`src/rtl/core/adkf_ram.sv`:
```
module adkf_ram #(
    parameter int WIDTH = 8,
    parameter int DEPTH = 16
) (
    input  logic                     i_clk,
    input  logic                     i_we,
    input  logic [$clog2(DEPTH)-1:0] i_waddr,
    input  logic [WIDTH-1:0]         i_wdata,
    input  logic                     i_re,
    input  logic [$clog2(DEPTH)-1:0] i_raddr,
    output logic [WIDTH-1:0]         o_rdata
);

    logic [WIDTH-1:0] r_mem [DEPTH];
    logic [WIDTH-1:0] r_rdata;

    // single write port
    always_ff @(posedge i_clk) begin
        if (i_we) begin
            r_mem[i_waddr] <= i_wdata;
        end
    end

    // registered read port
    always_ff @(posedge i_clk) begin
        if (i_re) begin
            r_rdata <= r_mem[i_raddr];
        end
    end

    assign o_rdata = r_rdata;

endmodule

```
`config.mk`:
```
export PLATFORM = sky130hd
export DESIGN_NAME = adkf_ram
export DESIGN_NICKNAME = d
export VERILOG_FILES = /design/src/rtl/core/adkf_ram.sv
export SDC_FILE = /design/constraint.sdc
export NUM_CORES = 1
export LEC_CHECK = 0
export ABC_AREA = 1
export BUFFER_PORTS_ARGS = -buffer_cell sky130_fd_sc_hd__buf_2
export CAP_MARGIN = 5
export CORE_MARGIN = 2
export CORE_UTILIZATION = 30
export DETAILED_ROUTE_END_ITERATION = 16
export PLACE_DENSITY_LB_ADDON = 0.1
export SYNTH_ARGS = -nofsm -noshare
export SYNTH_HDL_FRONTEND = slang
export SYNTH_SLANG_ARGS = --single-unit
```
`constraint.sdc`:
```
create_clock -name i_clk -period 1.65 [get_ports i_clk]
set_clock_uncertainty 0.1 [all_clocks]
set_input_delay 0.495 -clock i_clk [delete_from_list [all_inputs] [get_ports i_clk]]
set_output_delay 0.495 -clock i_clk [all_outputs]
set_load 0.02 [all_outputs]
```
==> flow_metrics.tcl, run 1 <==
set metrics [dict create \
    critPathSlowestCell "edfxtp_1" \
    number_of_buffers_added_by_the_clock_tree_synthesis_step 17 \
    num_vias 3823 \
    vias_per_cell 4.31 \
    dp.final_hpwl_um 9740 \
    grt_pass1_wl_um 22400 \
    max_slew.worst_pin.slew_ns 0.403 \
    number_of_placement_rows 51 \
    global_route.usage.total 0.154 \
    worst_slew_margin_rel 0.731 \
    final_count_of_hold_timing_violations 0 \
    cts_tree "done" \
    power_density_nw_per_um2 1190 \
    clockBufferDepth 2 \
    finalCritPeriodShare 0.953 \
    crit_cells 1 \
    chipHeight_um 144 \
    root_buffer "clkbuf_16" \
    globalRoute.totalOverflow 0 \
    area_delta_synth_final_pct 22.0 \
    holdPathStages 1 \
    critical_path.n_buffers_inverters 1 \
    detailedRoute.firstPassIterationCount 4 \
    timing_worst_setup_path_type "reg -> out" \
    critPathTopFamily "flip-flops" \
    cts_num_sinks 136 \
    finalMaxSlewViolations 0 \
    final_count_of_negative_setup_slack_endpoints 0 \
    placement.cell_area_um2 6520 \
    number_of_global_route_vias_before_repair 3735 \
    wire_per_inst_um 16.6 \
    final.setup.tns_ns 0 \
    antenna-diode-count 0 \
    antenna_found_initial 0 \
    ant_nets 0 \
    postRouteWirelength_um 14700 \
    endpoint_kind "primary output" \
    timing.final.crit_period_ns 1.57 \
    cts.clk_slew.worst_paths_ns 0.05 \
    finalWeightedCongestion 0.769 \
    yosys.cell_types.count 11 \
    io_pins 27 \
    crit_path_max_fanout 1 \
    power.leakage_nw 3.06 \
    cap_viol_max_count 0 \
    worstRegToRegCells 6 \
    critPathMaxStageDelay_ns 0.39 \
    path_cells "buf_2" \
    grt_setup_unrepaired "false" \
    fillerInstances 1977 \
    register_area_share_after_synthesis 0.698 \
    first_iter_violations 208 \
    largest_net_degree_at_the_start_of_global_routing 33 \
    crit_path_start_kind "flop" \
    initial_core_util 0.303 \
    type_of_the_most_critical_hold_path "in -> reg" \
    vdd.ir_drop.worst_uv 695 \
    dieArea_um2 20600 \
    buffer_ports.inserted 26 \
    setup.reg_to_reg.worst_slack_ns 0.37 \
    clock_tree.htree_level_count 4 \
    finish.net_count 629 \
    fmax_ghz 0.636 \
    syn_avg_cell_area_um2 10.6 \
    mappedNetlistNets 570 \
    synthCells 551 \
    dieWidth_um 144 \
    cp_data_arrival_time_ns 0.98 \
    worst_ep_required_ns 1.05 \
    cts.repair_timing.setup_buffer_count 0 \
    cts_hold_buffers 0 \
    finish.instance_area_um2 7130 \
    ys_ff_latch 136 \
    mappedNetlistArea_um2 5850 \
    post_route_cells_drive_above_1_share 0.146 \
    worstSkewPairLatency_ns 0.42 \
    outcome "completed" \
    yosys_warnings 0 \
    area_of_the_core_um2 19300 \
    cts_resized 0 \
    post-route-drc-count 0 \
]
## logic make-up after synthesis
kind of cell           after synthesis  synth area share
AND/OR/NAND/NOR                    289             0.208
buffers and inverters              126            0.0939
flip-flops                         136             0.698
## metal layers
metal,up-vias,global-route usage,wire [um]
met5,-,0,0
met4,0,0.0573,111
met3,10,0.0310,667
met2,63,0.239,6820
met1,1850,0.214,7140
li1,1900,-,-
## cell type report
type,instances,area [um^2],share of cell area
Clock buffer,20,437,0.0612
Timing Repair Buffer,64,503,0.0705
Clock inverter,12,180,0.0253
Multi-Input combinational cell,289,1210,0.170
Inverter,102,383,0.0537
Sequential cell,136,4080,0.573
Tap cell,265,332,0.0465
## report_power, final
group / total [W] / switching, W / internal (W) / leakage [nW]
Clock: 0.00399 / 0.00134 / 0.00265 / 0.302
Combinational: 0.000550 / 0.000371 / 0.000179 / 1.52
Sequential: 0.00391 / 0.0000191 / 0.00389 / 1.24
Total: 0.00845 / 0.00173 / 0.00672 / 3.06
## flip-flops by register name, indices dropped and copies added, names as in the netlist
| name | flops |
|---|---|
| o_rdata | 8 |
| r_mem | 128 |
## metrics by stage
stage / power [W] / setup WS (ns) / utilization / hold slack (ns) / cells
after global placement: 0.00455 / -0.297 / 0.338 / 0.639 / 856
after detailed placement: 0.00455 / -0.288 / 0.338 / 0.626 / 856
after CTS: 0.00856 / 0.0481 / 0.370 / 0.327 / 888
after global routing: 0.00875 / 0.0228 / 0.370 / 0.332 / 888
after floorplan: 0.00428 / 0.104 / - / 0.494 / 551
final: 0.00845 / 0.0770 / 0.370 / 0.341 / 888
## placed cells by master, fill, tap and decap left out, drive strengths merged
cell type	n
nand3	97
nand2	173
bufinv	5
nand3b	2
nor2	17
inv	102
buf	64
clkbuf	20
edfxtp	136
clkinv	7
## cell usage after synthesis (all sizes together)
| library cell | instances | share of area |
|---|---|---|
| buf | 24 | 0.028 |
| edfxtp | 136 | 0.70 |
| inv | 102 | 0.065 |
| nand2 | 173 | 0.11 |
| nand3 | 97 | 0.083 |
| nand3b | 2 | 0.0026 |
| nor2 | 17 | 0.011 |
## final timing paths
kind                startpoint    endpoint
setup / recovery    o_rdata[0]  o_rdata[0]
hold / removal            i_re  o_rdata[5]
setup reg to reg   r_mem[9][6]  o_rdata[6]
hold reg to reg   r_mem[12][2]  o_rdata[2]
(Power assumes the default switching activity.)
==> inputs of run 2 (changes only) <==
--- a/config.mk
+++ b/config.mk
@@ -5,7 +5,6 @@
 export SDC_FILE = /design/constraint.sdc
 export NUM_CORES = 1
 export LEC_CHECK = 0
-export ABC_AREA = 1
 export BUFFER_PORTS_ARGS = -buffer_cell sky130_fd_sc_hd__buf_2
 export CAP_MARGIN = 5
 export CORE_MARGIN = 2
==> run 2 against run 1 <==
  * Global-route usage shrank 1.1 points
  * Synthesized cell count shrank 58%
  * Non-clock buffer count shrank 2
  * Clock-buffer cell count fell by 2
  * Via count shrank 35%
  * Sequential share of layout area rose by 4.1 points
  * Cell area is 6.7% lower
  * First-iteration DRC count shrank 8.2%
  * Clock power fell by 7.0%
  * Worst setup slack worse by 0.058 ns
  * Critical path type unchanged
==> flow_metrics.tcl, run 2 <==
set metrics [dict create \
    chipHeight_um 136 \
    finalCritPeriodShare 0.988 \
    max_slew.worst_pin.slew_ns 0.975 \
    largest_register_ffs 128 \
    yosys.cell_types.count 18 \
    grt_setup_unrepaired "true" \
    cts_hold_buffers 0 \
    synth.top_cell.area_share 0.781 \
    crit_path_start_kind "flop" \
    largest_net_degree_at_the_start_of_global_routing 17 \
    vdd.ir_drop.worst_uv 703 \
    wire_per_inst_um 22.4 \
    root_buffer "clkbuf_16" \
    ys_ff_latch 136 \
    crit_path_max_fanout 1 \
    worst_slew_margin_rel 0.348 \
    timing.final.crit_period_ns 1.63 \
    initial_core_util 0.304 \
    cts_num_sinks 136 \
    yosys_warnings 0 \
    final_cell_count_no_fill 538 \
    worstSkewPairLatency_ns 0.41 \
    vias_per_cell 4.62 \
    cts_tree "done" \
    finish.net_count 319 \
    postRouteWirelength_um 12100 \
    path_cells "buf_6" \
    synthMostInstantiatedCell "edfxtp_1" \
    num_vias 2483 \
    layout.cells.most_common "edfxtp_1" \
    cp_data_arrival_time_ns 1.04 \
    sequentialPowerShare 0.483 \
    yosys.area_share.xor_xnor 0 \
    synthDominantAreaCellType "edfxtp_1" \
    combinational_share_of_power 0.060 \
    endpoint_kind "primary output" \
    dp.final_hpwl_um 7730 \
    finalWeightedCongestion 0.676 \
    antenna_found_initial 0 \
    syn_avg_cell_area_um2 22.8 \
    outcome "completed" \
    worst_ep_required_ns 1.05 \
    synthCells 229 \
    clockBufferDepth 2 \
    dieArea_um2 18500 \
    post_route_cells_drive_above_1_share 0.422 \
    first_iter_violations 191 \
    area_of_the_core_um2 17200 \
    post-route-drc-count 0 \
    dieWidth_um 136 \
    cts.clk_slew.worst_paths_ns 0.06 \
    critical_path.n_buffers_inverters 1 \
    synth_fa_ha_area_frac 0 \
    synth_edf_count 136 \
    whs_ns 0.362 \
    ant_nets 0 \
    ys_async_sr_fraction 0 \
    critPathTopFamily "flip-flops" \
    globalRoute.totalOverflow 0 \
    number_of_placement_rows 48 \
    antenna-diode-count 0 \
    number_of_buffers_added_by_the_clock_tree_synthesis_step 17 \
    simple_gate_fraction_of_synth_area 0.0314 \
    finalMaxSlewViolations 0 \
    netlist_top_cells_area "edfxtp_1, mux4_2, mux4_1" \
    detailedRoute.firstPassIterationCount 4 \
    mappedNetlistArea_um2 5230 \
    fmax_ghz 0.613 \
    synth.top_cells.by_count "edfxtp_1, mux4_2, a22oi_1" \
    io_pins 27 \
    number_of_global_route_vias_before_repair 2648 \
    register_area_share_after_synthesis 0.781 \
    area_delta_synth_final_pct 27.3 \
    p_int_w 0.00647 \
    final_core_utilization 0.387 \
    clock_tree.htree_level_count 4 \
    final_count_of_negative_setup_slack_endpoints 0 \
    main_combinational_cell_family_by_area_after_synthesis "multiplexers" \
    fraction_of_synthesized_area_in_multiplexers 0.148 \
    power.switching_fraction 0.202 \
    type_of_the_most_critical_hold_path "in -> reg" \
    synth_compound_gate_area_share 0.0230 \
    power_density_nw_per_um2 1220 \
    global_route.usage.total 0.144 \
    dpl.cell_count 503 \
    critPathSlowestCell "edfxtp_1" \
    max_flop_register "r_mem" \
    pwr-share-clk 0.457 \
    cap_viol_max_count 0 \
    most-common-layout-cells "edfxtp_1, mux4_2, buf_2, buf_4, clkbuf_16" \
    buffer_ports.inserted 26 \
    p_switching_w 0.00164 \
    mappedNetlistNets 248 \
    ys_dominant_reg_cell "edfxtp_1" \
    critPathMaxStageDelay_ns 0.45 \
    grt_pass1_wl_um 17700 \
    power.leakage_nw 2.20 \
    final_count_of_hold_timing_violations 0 \
    timing_worst_setup_path_type "reg -> out" \
]
run 2: cell count changes after synthesis, sizes merged, moves of 2 or more:
cell / previous run / this run
a22oi: 0 / 16
mux4: 0 / 32
nor3: 0 / 4
nand2: 173 / 9
nand3: 97 / 1
buf: 24 / 7
nand2b: 0 / 2
clkdlybuf4s25: 0 / 3
inv: 102 / 0
nor2: 17 / 13
run 2: repair_timing:
action,CTS,global route
setup buffers,1,0
gates resized for setup,6,4
cloned,1,1
setup endpoints to repair,4,9
run 2: power groups by stage:
| stage | Sequential (W) | Clock, W | Combinational, W |
|---|---|---|---|
| after floorplan | 0.00400 | 0 | 0.000218 |
| after global placement | 0.00399 | 0 | 0.000463 |
| after detailed placement | 0.00399 | 0 | 0.000468 |
| after CTS | 0.00392 | 0.00379 | 0.000488 |
| after global routing | 0.00392 | 0.00393 | 0.000528 |
| final | 0.00392 | 0.00371 | 0.000484 |
run 2: metrics by stage:
step	area (um^2)	setup WS (ns)	total power, W	setup TNS, ns
final	6650	0.0192	0.00811	0
after global routing	6650	-0.0347	0.00838	-0.0347
after CTS	6620	-0.0426	0.00819	-0.0627
after detailed placement	5980	-0.490	0.00446	-14.60
after global placement	5980	-0.469	0.00445	-13.12
after floorplan	5250	-0.145	0.00422	-1.54
run 2: final timing paths:
kind,startpoint,cells past startpoint,slack (ns),to
worst max register to register,r_mem[11][3],4,0.08,o_rdata[3]
worst max-delay path,o_rdata[7],1,0.02,o_rdata[7]
worst min-delay path,i_wdata[7],1,0.36,r_mem[14][7]
worst min register to register,r_mem[12][1],3,0.66,o_rdata[1]
run 2: cell type report:
class,instances,area [um^2]
clock buffer,18,429
tap,225,282
fill,1604,10500
sequential,136,4080
timing repair buffer,62,644
multi-input combinational,83,1060
clock inverter,14,158
run 2: cells by family after synthesis:
group,after synthesis
flops,136
simple gates,35
buf+inv,10
mux,32
compound gates,16
run 2: per-layer routing:
metal | wire (um) | global-route usage | vias to the layer above | share of wire
met5 | 0 | 0 | - | 0
li1 | - | - | 1116 | -
met4 | 179 | 0.0556 | 0 | 0.015
met1 | 5580 | 0.190 | 1294 | 0.46
met2 | 5880 | 0.226 | 61 | 0.49
met3 | 432 | 0.0395 | 12 | 0.036
